`src/sv/scsp_pkg.sv`:
```
// shared types and constants for the spi command slave framer
package scsp_pkg;

  localparam logic [7:0] HEADER_BYTE   = 8'hAA;
  localparam logic [7:0] CMD_MOTOR_A   = 8'h01;
  localparam logic [7:0] CMD_MOTOR_B   = 8'h02;
  localparam logic [7:0] CMD_MOTOR_AB  = 8'h05;
  localparam logic [7:0] CMD_SERVO_LO  = 8'h11;
  localparam logic [7:0] CMD_SERVO_HI  = 8'h18;
  localparam logic [7:0] CMD_SENSOR_1  = 8'h21;
  localparam logic [7:0] CMD_SENSOR_2  = 8'h22;
  localparam logic [7:0] CMD_CONST_LO  = 8'h51;
  localparam logic [7:0] CMD_CONST_HI  = 8'h58;
  localparam logic [7:0] CONST_BASE    = 8'h50;

  localparam logic [15:0] SERVO_CENTER_RST = 16'd1500;
  localparam logic [7:0]  STATUS_RST       = 8'd17;
  localparam logic [7:0]  DATA_HIGH_RST    = 8'd1;
  localparam logic [7:0]  DATA_LOW_RST     = 8'd2;

  // byte positions inside a frame
  localparam logic [2:0] POS_IDLE   = 3'd0;
  localparam logic [2:0] POS_CMD    = 3'd1;
  localparam logic [2:0] POS_VHIGH  = 3'd2;
  localparam logic [2:0] POS_VLOW   = 3'd3;
  localparam logic [2:0] POS_FILL1  = 3'd4;
  localparam logic [2:0] POS_FILL2  = 3'd5;
  localparam logic [2:0] POS_CSUM   = 3'd6;
  localparam logic [2:0] POS_TRAIL  = 3'd7;

  // configuration register indexes
  localparam logic REG_SERVO_CENTER = 1'b0;
  localparam logic REG_STATUS       = 1'b1;

  typedef struct packed {
    logic        a_update;
    logic [14:0] a_forward;
    logic [15:0] a_reverse;
    logic        b_update;
    logic [14:0] b_forward;
    logic [15:0] b_reverse;
    logic        s_update;
    logic [2:0]  s_index;
    logic [15:0] s_pulse;
  } act_t;

endpackage

```
`src/sv/scsp_exec.sv`:
```
// command decode for motor and servo compare writes
module scsp_exec
  import scsp_pkg::*;
(
  input  logic [7:0]  cmd,
  input  logic [15:0] value,
  input  logic [15:0] servo_center,
  output logic        hit,
  output act_t        act
);

  logic [14:0] fwd;
  logic [15:0] rev;
  logic        is_a;
  logic        is_b;
  logic        is_servo;
  logic [7:0]  servo_off;

  // sign and magnitude split of the signed value
  assign fwd = value[15] ? 15'd0 : value[14:0];
  assign rev = value[15] ? (~value + 16'd1) : 16'd0;

  assign is_a     = (cmd == CMD_MOTOR_A) || (cmd == CMD_MOTOR_AB);
  assign is_b     = (cmd == CMD_MOTOR_B) || (cmd == CMD_MOTOR_AB);
  assign is_servo = (cmd >= CMD_SERVO_LO) && (cmd <= CMD_SERVO_HI);
  assign servo_off = cmd - CMD_SERVO_LO;

  assign hit = is_a || is_b || is_servo;

  always_comb begin
    act = '0;
    if (is_a) begin
      act.a_update  = 1'b1;
      act.a_forward = fwd;
      act.a_reverse = rev;
    end
    if (is_b) begin
      act.b_update  = 1'b1;
      act.b_forward = fwd;
      act.b_reverse = rev;
    end
    if (is_servo) begin
      act.s_update = 1'b1;
      act.s_index  = servo_off[2:0];
      act.s_pulse  = servo_center + value;
    end
  end

endmodule

```
`src/sv/spi_command_slave_pwm_top.sv`:
```
// top level of the spi command slave framer with motor and servo compares
// the result of each input transfer is registered in the output register
// throughput: one byte per cycle, set by the single state update ahead of the result register
// the output register stalls input only while a held result is not taken
// reset: synchronous active high; frame state idle, reply data 1 and 2, servo centre 1500,
// status byte 17
module spi_command_slave_pwm_top
  import scsp_pkg::*;
(
  input  logic        clk,
  input  logic        rst,
  // input stream
  input  logic        s_tvalid,
  output logic        s_tready,
  input  logic [39:0] s_tdata,   // rx_byte[7:0], sensor_one[23:8], sensor_two[39:24]
  // result stream
  output logic        m_tvalid,
  input  logic        m_tready,
  // reply_valid[0], reply_byte[8:1], motor_a_update[9], motor_a_forward[24:10],
  // motor_a_reverse[40:25], motor_b_update[41], motor_b_forward[56:42],
  // motor_b_reverse[72:57], servo_update[73], servo_index[76:74], servo_pulse[92:77],
  // zero fill [95:93]
  output logic [95:0] m_tdata,
  // configuration write channel
  input  logic        cfg_valid,
  output logic        cfg_ready,
  input  logic        cfg_index,
  input  logic [15:0] cfg_data
);

  // configuration registers
  logic [15:0] servo_center;
  logic [7:0]  status_byte;

  // frame state
  logic        in_frame, in_frame_next;
  logic [2:0]  byte_position, byte_position_next;
  logic [7:0]  command_byte, command_byte_next;
  logic [7:0]  value_high, value_high_next;
  logic [7:0]  value_low, value_low_next;
  logic [7:0]  reply_data_high, reply_data_high_next;
  logic [7:0]  reply_data_low, reply_data_low_next;
  logic        ack_flag, ack_flag_next;

  // result register
  logic        out_valid;
  logic        res_reply_valid, res_reply_valid_next;
  logic [7:0]  res_reply_byte, res_reply_byte_next;
  act_t        res_act, res_act_next;

  logic        accept;
  logic [7:0]  rx_byte;
  logic [15:0] sensor_one;
  logic [15:0] sensor_two;
  logic [7:0]  csum;
  logic        exec_hit;
  act_t        exec_act;
  logic [7:0]  const_val;

  assign rx_byte    = s_tdata[7:0];
  assign sensor_one = s_tdata[23:8];
  assign sensor_two = s_tdata[39:24];

  // result register frees up in the same cycle it is taken
  assign s_tready  = !out_valid || m_tready;
  assign accept    = s_tvalid && s_tready;
  assign cfg_ready = 1'b1;

  // checksum of the frame in flight
  assign csum = HEADER_BYTE + command_byte + value_high + value_low;

  scsp_exec u_exec (
    .cmd          (command_byte),
    .value        ({value_high, value_low}),
    .servo_center (servo_center),
    .hit          (exec_hit),
    .act          (exec_act)
  );

  assign const_val = command_byte_next - CONST_BASE;

  always_comb begin
    in_frame_next        = in_frame;
    byte_position_next   = byte_position;
    command_byte_next    = command_byte;
    value_high_next      = value_high;
    value_low_next       = value_low;
    ack_flag_next        = ack_flag;
    res_reply_valid_next = 1'b0;
    res_reply_byte_next  = 8'd0;
    res_act_next         = '0;

    if (!in_frame) begin
      if (rx_byte == HEADER_BYTE) begin
        in_frame_next        = 1'b1;
        byte_position_next   = POS_CMD;
        ack_flag_next        = 1'b0;
        res_reply_valid_next = 1'b1;
        res_reply_byte_next  = status_byte;
      end else begin
        byte_position_next = POS_IDLE;
      end
    end else begin
      case (byte_position)
        POS_CMD: begin
          command_byte_next    = rx_byte;
          res_reply_valid_next = 1'b1;
          res_reply_byte_next  = status_byte;
          byte_position_next   = POS_VHIGH;
        end
        POS_VHIGH: begin
          value_high_next      = rx_byte;
          res_reply_valid_next = 1'b1;
          res_reply_byte_next  = command_byte;
          byte_position_next   = POS_VLOW;
        end
        POS_VLOW: begin
          value_low_next       = rx_byte;
          res_reply_valid_next = 1'b1;
          res_reply_byte_next  = reply_data_high;
          byte_position_next   = POS_FILL1;
        end
        POS_FILL1: begin
          res_reply_valid_next = 1'b1;
          res_reply_byte_next  = reply_data_low;
          byte_position_next   = POS_FILL2;
        end
        POS_FILL2: begin
          res_reply_valid_next = 1'b1;
          res_reply_byte_next  = reply_data_high + reply_data_low;
          byte_position_next   = POS_CSUM;
        end
        POS_CSUM: begin
          // actuators written only on a good checksum
          if ((csum == rx_byte) && exec_hit) begin
            ack_flag_next = 1'b1;
            res_act_next  = exec_act;
          end
          res_reply_valid_next = 1'b1;
          res_reply_byte_next  = {7'd0, ack_flag_next};
          byte_position_next   = POS_TRAIL;
        end
        default: begin
          // trailing byte or stray position closes the frame
          in_frame_next      = 1'b0;
          byte_position_next = POS_IDLE;
        end
      endcase
    end

    // reply data follows the latest sensor or constant command on every transfer
    reply_data_high_next = reply_data_high;
    reply_data_low_next  = reply_data_low;
    if (command_byte_next == CMD_SENSOR_1) begin
      reply_data_high_next = sensor_one[15:8];
      reply_data_low_next  = sensor_one[7:0];
    end else if (command_byte_next == CMD_SENSOR_2) begin
      reply_data_high_next = sensor_two[15:8];
      reply_data_low_next  = sensor_two[7:0];
    end else if ((command_byte_next >= CMD_CONST_LO) &&
                 (command_byte_next <= CMD_CONST_HI)) begin
      reply_data_high_next = 8'd0;
      reply_data_low_next  = const_val;
    end
  end

  always_ff @(posedge clk) begin
    if (rst) begin
      servo_center    <= SERVO_CENTER_RST;
      status_byte     <= STATUS_RST;
      in_frame        <= 1'b0;
      byte_position   <= POS_IDLE;
      command_byte    <= 8'd0;
      value_high      <= 8'd0;
      value_low       <= 8'd0;
      reply_data_high <= DATA_HIGH_RST;
      reply_data_low  <= DATA_LOW_RST;
      ack_flag        <= 1'b0;
      out_valid       <= 1'b0;
    end else begin
      if (cfg_valid && cfg_ready) begin
        case (cfg_index)
          REG_SERVO_CENTER: servo_center <= cfg_data;
          REG_STATUS:       status_byte  <= cfg_data[7:0];
          default:          servo_center <= servo_center;
        endcase
      end
      if (accept) begin
        in_frame        <= in_frame_next;
        byte_position   <= byte_position_next;
        command_byte    <= command_byte_next;
        value_high      <= value_high_next;
        value_low       <= value_low_next;
        reply_data_high <= reply_data_high_next;
        reply_data_low  <= reply_data_low_next;
        ack_flag        <= ack_flag_next;
        out_valid       <= 1'b1;
      end else if (m_tready) begin
        out_valid <= 1'b0;
      end
    end
  end

  // result payload, no reset needed
  always_ff @(posedge clk) begin
    if (accept) begin
      res_reply_valid <= res_reply_valid_next;
      res_reply_byte  <= res_reply_byte_next;
      res_act         <= res_act_next;
    end
  end

  assign m_tvalid = out_valid;
  assign m_tdata  = {3'd0,
                     res_act.s_pulse, res_act.s_index, res_act.s_update,
                     res_act.b_reverse, res_act.b_forward, res_act.b_update,
                     res_act.a_reverse, res_act.a_forward, res_act.a_update,
                     res_reply_byte, res_reply_valid};

`ifndef SYNTH
  // idle framer always sits at the idle position
  a_idle_pos: assert property (@(posedge clk) disable iff (rst)
    !in_frame |-> (byte_position == POS_IDLE))
    else $error("idle framer with non-zero byte position");

  // inside a frame the position is never idle
  a_frame_pos: assert property (@(posedge clk) disable iff (rst)
    in_frame |-> (byte_position != POS_IDLE))
    else $error("frame open at idle position");

  // an actuator write always comes with an ack reply of one
  a_ack: assert property (@(posedge clk) disable iff (rst)
    (out_valid && (res_act.a_update || res_act.b_update || res_act.s_update)) |->
      (res_reply_valid && (res_reply_byte == 8'd1)))
    else $error("actuator write without ack");

  // servo and motor writes never share one result
  a_excl: assert property (@(posedge clk) disable iff (rst)
    (out_valid && res_act.s_update) |-> (!res_act.a_update && !res_act.b_update))
    else $error("servo and motor written together");
`endif

endmodule
```
`config.mk`:
```
export PLATFORM = sky130hd
export DESIGN_NAME = spi_command_slave_pwm_top
export DESIGN_NICKNAME = d
export VERILOG_FILES = /design/src/sv/scsp_pkg.sv /design/src/sv/scsp_exec.sv /design/src/sv/spi_command_slave_pwm_top.sv
export SDC_FILE = /design/constraint.sdc
export NUM_CORES = 1
export LEC_CHECK = 0
export ABC_AREA = 1
export BUFFER_PORTS_ARGS = -buffer_cell sky130_fd_sc_hd__buf_4
export CORE_MARGIN = 4
export CORE_UTILIZATION = 59
export CTS_BUF_LIST = sky130_fd_sc_hd__clkbuf_16
export DETAILED_ROUTE_END_ITERATION = 8
export GPL_TIMING_DRIVEN = 0
export PLACE_DENSITY_LB_ADDON = 0.1
export REMOVE_ABC_BUFFERS = 1
export SYNTH_ARGS = -nofsm -noshare
export SYNTH_HDL_FRONTEND = slang
export SYNTH_SLANG_ARGS = --single-unit
```
`constraint.sdc`:
```
create_clock -name clk -period 5.4 [get_ports clk]
set_input_delay 0 -clock clk [delete_from_list [all_inputs] [get_ports clk]]
set_output_delay 0 -clock clk [all_outputs]
set_load 0.02 [all_outputs]
```
### After elaboration in Yosys (flattened, before gate mapping)

Cells that the tools add are included.

* input bits: 62
* word-level logic and storage cells: 102
* bits in registers: 163
* output and inout port bits: 99

* add/sub/neg operators: 8
* multiplexer cells: 28
* $lt $le $gt $ge: 4
* reductions and logical operators: 24
* bitwise logic cells: 2
* eq/ne operators: 14

Operator list (count)
* $mux 8: 10
* $mux 32: 2
* $pmux 8 s6: 1
* $add 8x8->8: 3
* $mux 20: 1
* $pmux 3 s6: 1
* $add 16x1->16 const B: 1
* $add 16x16->16: 1
* $eq 8x6->1 const B: 2
* $mux 16: 1
* $not 16->16: 1
* $mux 15: 1
* $reduce_and 3->1: 4
* $reduce_and 4->1: 3
* $mux 1: 10
* $eq 3x3->1 const B: 3
* $add 8x8->8 const A: 1
* $eq 8x1->1 const B: 1
* $eq 8x2->1 const B: 1
* $eq 8x3->1 const B: 1
* $eq 8x8->1: 1
* $eq 8x8->1 const B: 1
* $ge 8x5->1 const B: 1
* $ge 8x7->1 const B: 1
* 16 further kinds: 27

### Logic depth before layout (Yosys ltp)

* word-level depth: 8
* mapped depth: 20
* gate-level depth less buffers: 20

### By module

A second synthesis with hierarchy kept.

* cells, all modules: 1395
* area, all modules: 10164.7 um^2

Modules (own cells, without submodules)
* spi_command_slave_pwm_top: times used 1, area each 8249.2 um^2, sequential area each 4194.0 um^2, cells an instance 1002
* scsp_exec: times used 1, area each 1915.6 um^2, sequential area each 0.0 um^2, cells an instance 393

### Worst setup path after synthesis

Ideal clock, no wire load.

* kind: reg-to-reg
* start: reg command_byte[2]
* end: reg res_act (netlist bit m_tdata[82]) (data pin)
* data arrival time: 3.090 ns
* path buffers: 1
* library setup time: 0.146 ns
* clock period less this slack: 3.236 ns
* cell stages (with the launch flop): 20
* slack: 2.164 ns
* data required time: 5.254 ns
* path through: dfxtp_1 -> inv_2 -> fa_1 -> inv_1 -> ha_1 -> ha_1 -> fa_1 -> inv_1 -> nand2_1 -> nand2_1 -> nor2_1 -> nand2_1 -> nor2_1 -> nand2_1 -> nor2_1 -> nand3_1 -> nor2_2 -> nand3_1 -> buf_2 -> a21oi_1

* longest elaborated chain between the ends: 6
* elaborated cells between the ends (all ways): 16
* those cells by class: 3 x add/sub; 2 x order compare; 4 x eq/ne; 7 x reduce/logical

RTL lines
* start: declaration: RTL line spi_command_slave_pwm_top.sv:38 `logic [7:0] command_byte, command_byte_next;`
* start signal: assignment: RTL line spi_command_slave_pwm_top.sv:191 `command_byte <= command_byte_next;`
* $add 8x8->8, or another cell as far along (2 in a row): RTL line spi_command_slave_pwm_top.sv:70 `assign csum = HEADER_BYTE + command_byte + value_high + value_low;`
* $add 8x8->8 / $logic_or 1x1->1 (equally long branches): RTL line spi_command_slave_pwm_top.sv:70, scsp_exec.sv:28
* $eq 8x8->1 / $logic_or 1x1->1 (equally long branches): RTL line spi_command_slave_pwm_top.sv:135, scsp_exec.sv:28
* $logic_and 1x1->1: RTL line spi_command_slave_pwm_top.sv:135 `if ((csum == rx_byte) && exec_hit) begin`
* $reduce_and 4->1 (no source line) (*)
* end signal: assignment: RTL line spi_command_slave_pwm_top.sv:209 `res_act <= res_act_next;`
* end: declaration: RTL line spi_command_slave_pwm_top.sv:49 `act_t res_act, res_act_next;`

Mark *: on every way between the ends. The rest lies on a longest branch, timed or not.
A chain may end at the register's enable or synchronous reset.

### Worst setup path in the final report

* start: reg value_high[2]
* end: reg res_act (netlist bit m_tdata[82]) (data pin)

* longest elaborated chain between the ends: 5

RTL lines
* start: declaration: RTL line spi_command_slave_pwm_top.sv:39 `logic [7:0] value_high, value_high_next;`
* start signal: assignment: RTL line spi_command_slave_pwm_top.sv:192 `value_high <= value_high_next;`
* $add 8x8->8 (2 in a row): RTL line spi_command_slave_pwm_top.sv:70
* $eq 8x8->1: RTL line spi_command_slave_pwm_top.sv:135
* $logic_and 1x1->1: RTL line spi_command_slave_pwm_top.sv:135
* $reduce_and 4->1 (no source line)

Every way passes these cells.

==> results.sh <==
export IMPL_yosys_area_top_type="edfxtp_1"
export IMPL_hold_start="s_tdata[36]"
export IMPL_finalCritPeriodShare_pct=87.00
export IMPL_r2r_slack_ns=0.70
export IMPL_grt_total_usage_pct=27.02
export IMPL_synth_cells=1124
export IMPL_ys_flop_type="edfxtp_1"
export IMPL_ys_top_cells_by_area="edfxtp_1, dfxtp_1, nand2_1"
export IMPL_hold_class="in -> reg"
export IMPL_final_max_slew_viol_count=0
export IMPL_vias=8277
export IMPL_nets=1420
export IMPL_postCtsSetupBuffers=0
export IMPL_synth_top_cell_area_share_pct=30.66
export IMPL_wirelength_mm=24.14
export IMPL_status="complete, no violations"
export IMPL_antenna_found_initial=0
export IMPL_clock_fmax_mhz=212.9
export IMPL_path_cells="inv_1 > fa_1 > inv_1 > ha_1 > ha_1 > fa_1 > inv_1 > nand2_1 > nand2_1 > nor2_1 > nand2_1 > nor2_1 > nand2_1 > nor2_1 > nand3_1 > nor2_2 > nand3_1 > a21oi_1"
export IMPL_rsz0062_at_grt="false"
export IMPL_crit_required_ns=5.62
export IMPL_hold_end="reply_data_high[4]$_SDFFE_PP0P_"
export IMPL_critPathMaxStageDelay_ns=0.78
export IMPL_grt_pass1_wl_mm=38.45
export IMPL_synth_seq_cells=163
export IMPL_r2r_end="m_tdata[82]$_SDFFCE_PN0P_"
export IMPL_dr_first_iter_drc_count=609
export IMPL_root_buffer="clkbuf_16"
export IMPL_period_minus_slack_ns=4.698
export IMPL_powerDensity_nw_per_um2=271.5
export IMPL_htreeDepth=4
export IMPL_cp_end_kind="flop"
export IMPL_syn_to_final_growth_pct=25.21
export IMPL_synth_cell_type_count=48
export IMPL_async_reset_ff_share_pct=0
export IMPL_stdcell_area_sq_um=11400
export IMPL_grt_max_degree=81
export IMPL_crit_path_start_kind="flop"
export IMPL_total_power_mw=3.096
export IMPL_finalClockSkew_ns=0.01072
export IMPL_whs_path_depth=6
export IMPL_die_x_microns=132.3
export IMPL_synth_edff_count=93
export IMPL_placed_area_sq_um=10320
export IMPL_power_leakage_nw=5.312
export IMPL_r2r_start="value_high[2]$_SDFFE_PP0P_"
export IMPL_dieArea_sq_um=17490
export IMPL_layout_commonest_cell="nand2_1"
export IMPL_fin_hold_ws_ns=0.002209
export IMPL_cap_violations=0
export IMPL_port_buffers=156
export IMPL_synth_area_sq_um=9109
export IMPL_synth_area_per_cell_sq_um=8.104
export IMPL_crit_fanout=20
export IMPL_clk_latency_ns=0.44
export IMPL_clkTransAtPathRegs_ns=0.07
export IMPL_hold_violations=0
export IMPL_yosysSeqAreaShare_pct=46.04
export IMPL_ios=161
export IMPL_drc_errors=0
export IMPL_maxSlewHeadroom_pct=26.80
export IMPL_globalplace_congestion=0.9140
export IMPL_antenna_cells=0
export IMPL_drive_gt1_share_pct=17.27
export IMPL_drt_pass1_iterations=6
export IMPL_final_cell_mix="nand2_1, nor2_1, buf_4"
export IMPL_fillCellCount=1128
export IMPL_hpwl_mm=17.09
export IMPL_slowest_stage="nand3_1"
export IMPL_grt_pass1_vias=7761
export IMPL_cts_buffer_depth=2
export IMPL_tightest_slew_ns=1.095
export IMPL_cts_sinks=163
export IMPL_cts_inserted_buffers=17
export IMPL_fp_row_count=45
export IMPL_wl_per_cell_microns=16.01
export IMPL_peakVddDrop_v=0.0002499
export IMPL_critPathKind="reg -> reg"
export IMPL_synth_yosys_warnings=0
export IMPL_grt_ovfl_total=0
export IMPL_core_area_sq_um=15150
export IMPL_die_h_microns=132.3
export IMPL_reg2regPathDepth=18
export IMPL_final_setup_viol_count=0
export IMPL_viasPerCell=5.489
export IMPL_ant_nets=0
export IMPL_tritoncts="built"
export IMPL_start_util_pct=60.14
export IMPL_worst_path_most_repeated_cell="nand2_1"
export IMPL_cp_data_arrival_time_ns=4.91
[metrics by stage]
stage	TNS, ns	cells	util, %	setup WS [ns]
finish	0	1508	75.30	0.7019
global placement	-6.666	1430	67.94	-0.1245
floorplan	0	1086	-	0.9889
global route	0	1508	75.30	0.4131
detailed placement	0	1431	68.15	0.8598
CTS	0	1508	75.30	0.7698
[logic make-up (layout without fill, tap and decap cells)]
logic type               count (synthesis)  count (layout)  share of synthesized area [%]
other                                    2               4                        0.08245
XOR/XNOR                                 9               9                         0.8654
flip-flops                             163             163                          46.04
AND/OR/NAND/NOR                        551             551                          26.39
adder cells (fa/ha/maj)                 51              51                          7.830
buffers and inverters                  174             368                          8.077
AO/OA/AOI/OAI                          174             174                          10.71
[cell usage after synthesis, types with 5 or more instances]
cell and number:
nand2_1 241, xor2_1 7, nand4_1 10, buf_6 5, nand3_1 89, o21ai_0 69
buf_4 7, fa_1 10, nand2_2 6, inv_1 125, or2_2 5, ha_1 41
inv_2 6, a221oi_1 5, clkbuf_1 13, nor2_1 161, a21oi_1 72, dfxtp_1 70
o211ai_1 5, nand3b_1 13, edfxtp_1 93, nor3_1 7, buf_2 15
[state kept, by name, summed over array words and instances (netlist names), 3 cells and up]
signal,count
value_high,8
reply_data_high,8
res_reply_byte,8
reply_data_low,8
status_byte,8
value_low,8
command_byte,8
byte_position,3
m_tdata,84
servo_center,16
[final cells by class]
class,count,area [sq um],share of cell area (%)
clock buffers,17,425.4,3.730
inverters,134,508.0,4.454
flip-flops and latches,163,4194,36.77
well taps,188,235.2,2.063
repair buffers,202,1649,14.46
clock inverters,15,206.4,1.810
multi-input cells,789,4187,36.71
[metal layers]
metal | part of all wire (%) | GRT usage (%) | up-vias
li1 | - | - | 4091
met3 | 7.4 | 4.313 | 58
met4 | 2.9 | 9.988 | 0
met2 | 49 | 46.52 | 333
met5 | 0 | 0 | -
met1 | 41 | 34.54 | 3795
[worst max-delay path: cells and delay by family, from the launching register on]
kind | cells | cell delay (ns)
flip-flops | 1 | 0.56
AO/OA/AOI/OAI | 1 | 0.51
buffers and inverters | 3 | 0.22
adder cells (fa/ha/maj) | 4 | 1.54
AND/OR/NAND/NOR | 10 | 1.64
[worst max-delay path by stage]
| stage | endpoint | cells after the start | startpoint | slack [ns] |
|---|---|---|---|---|
| global placement | reply_data_low[5]$_SDFFE_PP0P_ | 7 | m_tvalid$_SDFFE_PP0P_ | -0.12 |
| CTS | m_tdata[82]$_SDFFCE_PN0P_ | 18 | value_high[2]$_SDFFE_PP0P_ | 0.77 |
| floorplan | reply_data_low[4]$_SDFFE_PP0P_ | 7 | m_tvalid$_SDFFE_PP0P_ | 0.99 |
| finish | m_tdata[82]$_SDFFCE_PN0P_ | 18 | value_high[2]$_SDFFE_PP0P_ | 0.70 |
| detailed placement | m_tdata[82]$_SDFFCE_PN0P_ | 18 | value_high[2]$_SDFFE_PP0P_ | 0.86 |
| global route | m_tdata[82]$_SDFFCE_PN0P_ | 18 | value_high[2]$_SDFFE_PP0P_ | 0.41 |
[repair_timing]
action                    in CTS  in global routing
hold endpoints to repair      64                  0
gates resized for setup        0                  0
hold buffers                  45                  0
[report_power, final]
group | leakage, nW | switching (mW) | internal [mW]
Clock | 0.309 | 0.542 | 0.750
Combinational | 3.49 | 0.250 | 0.162
Sequential | 1.52 | 0.0302 | 1.36
Total | 5.31 | 0.821 | 2.28
Note: power is estimated with default switching activity, not from simulation.
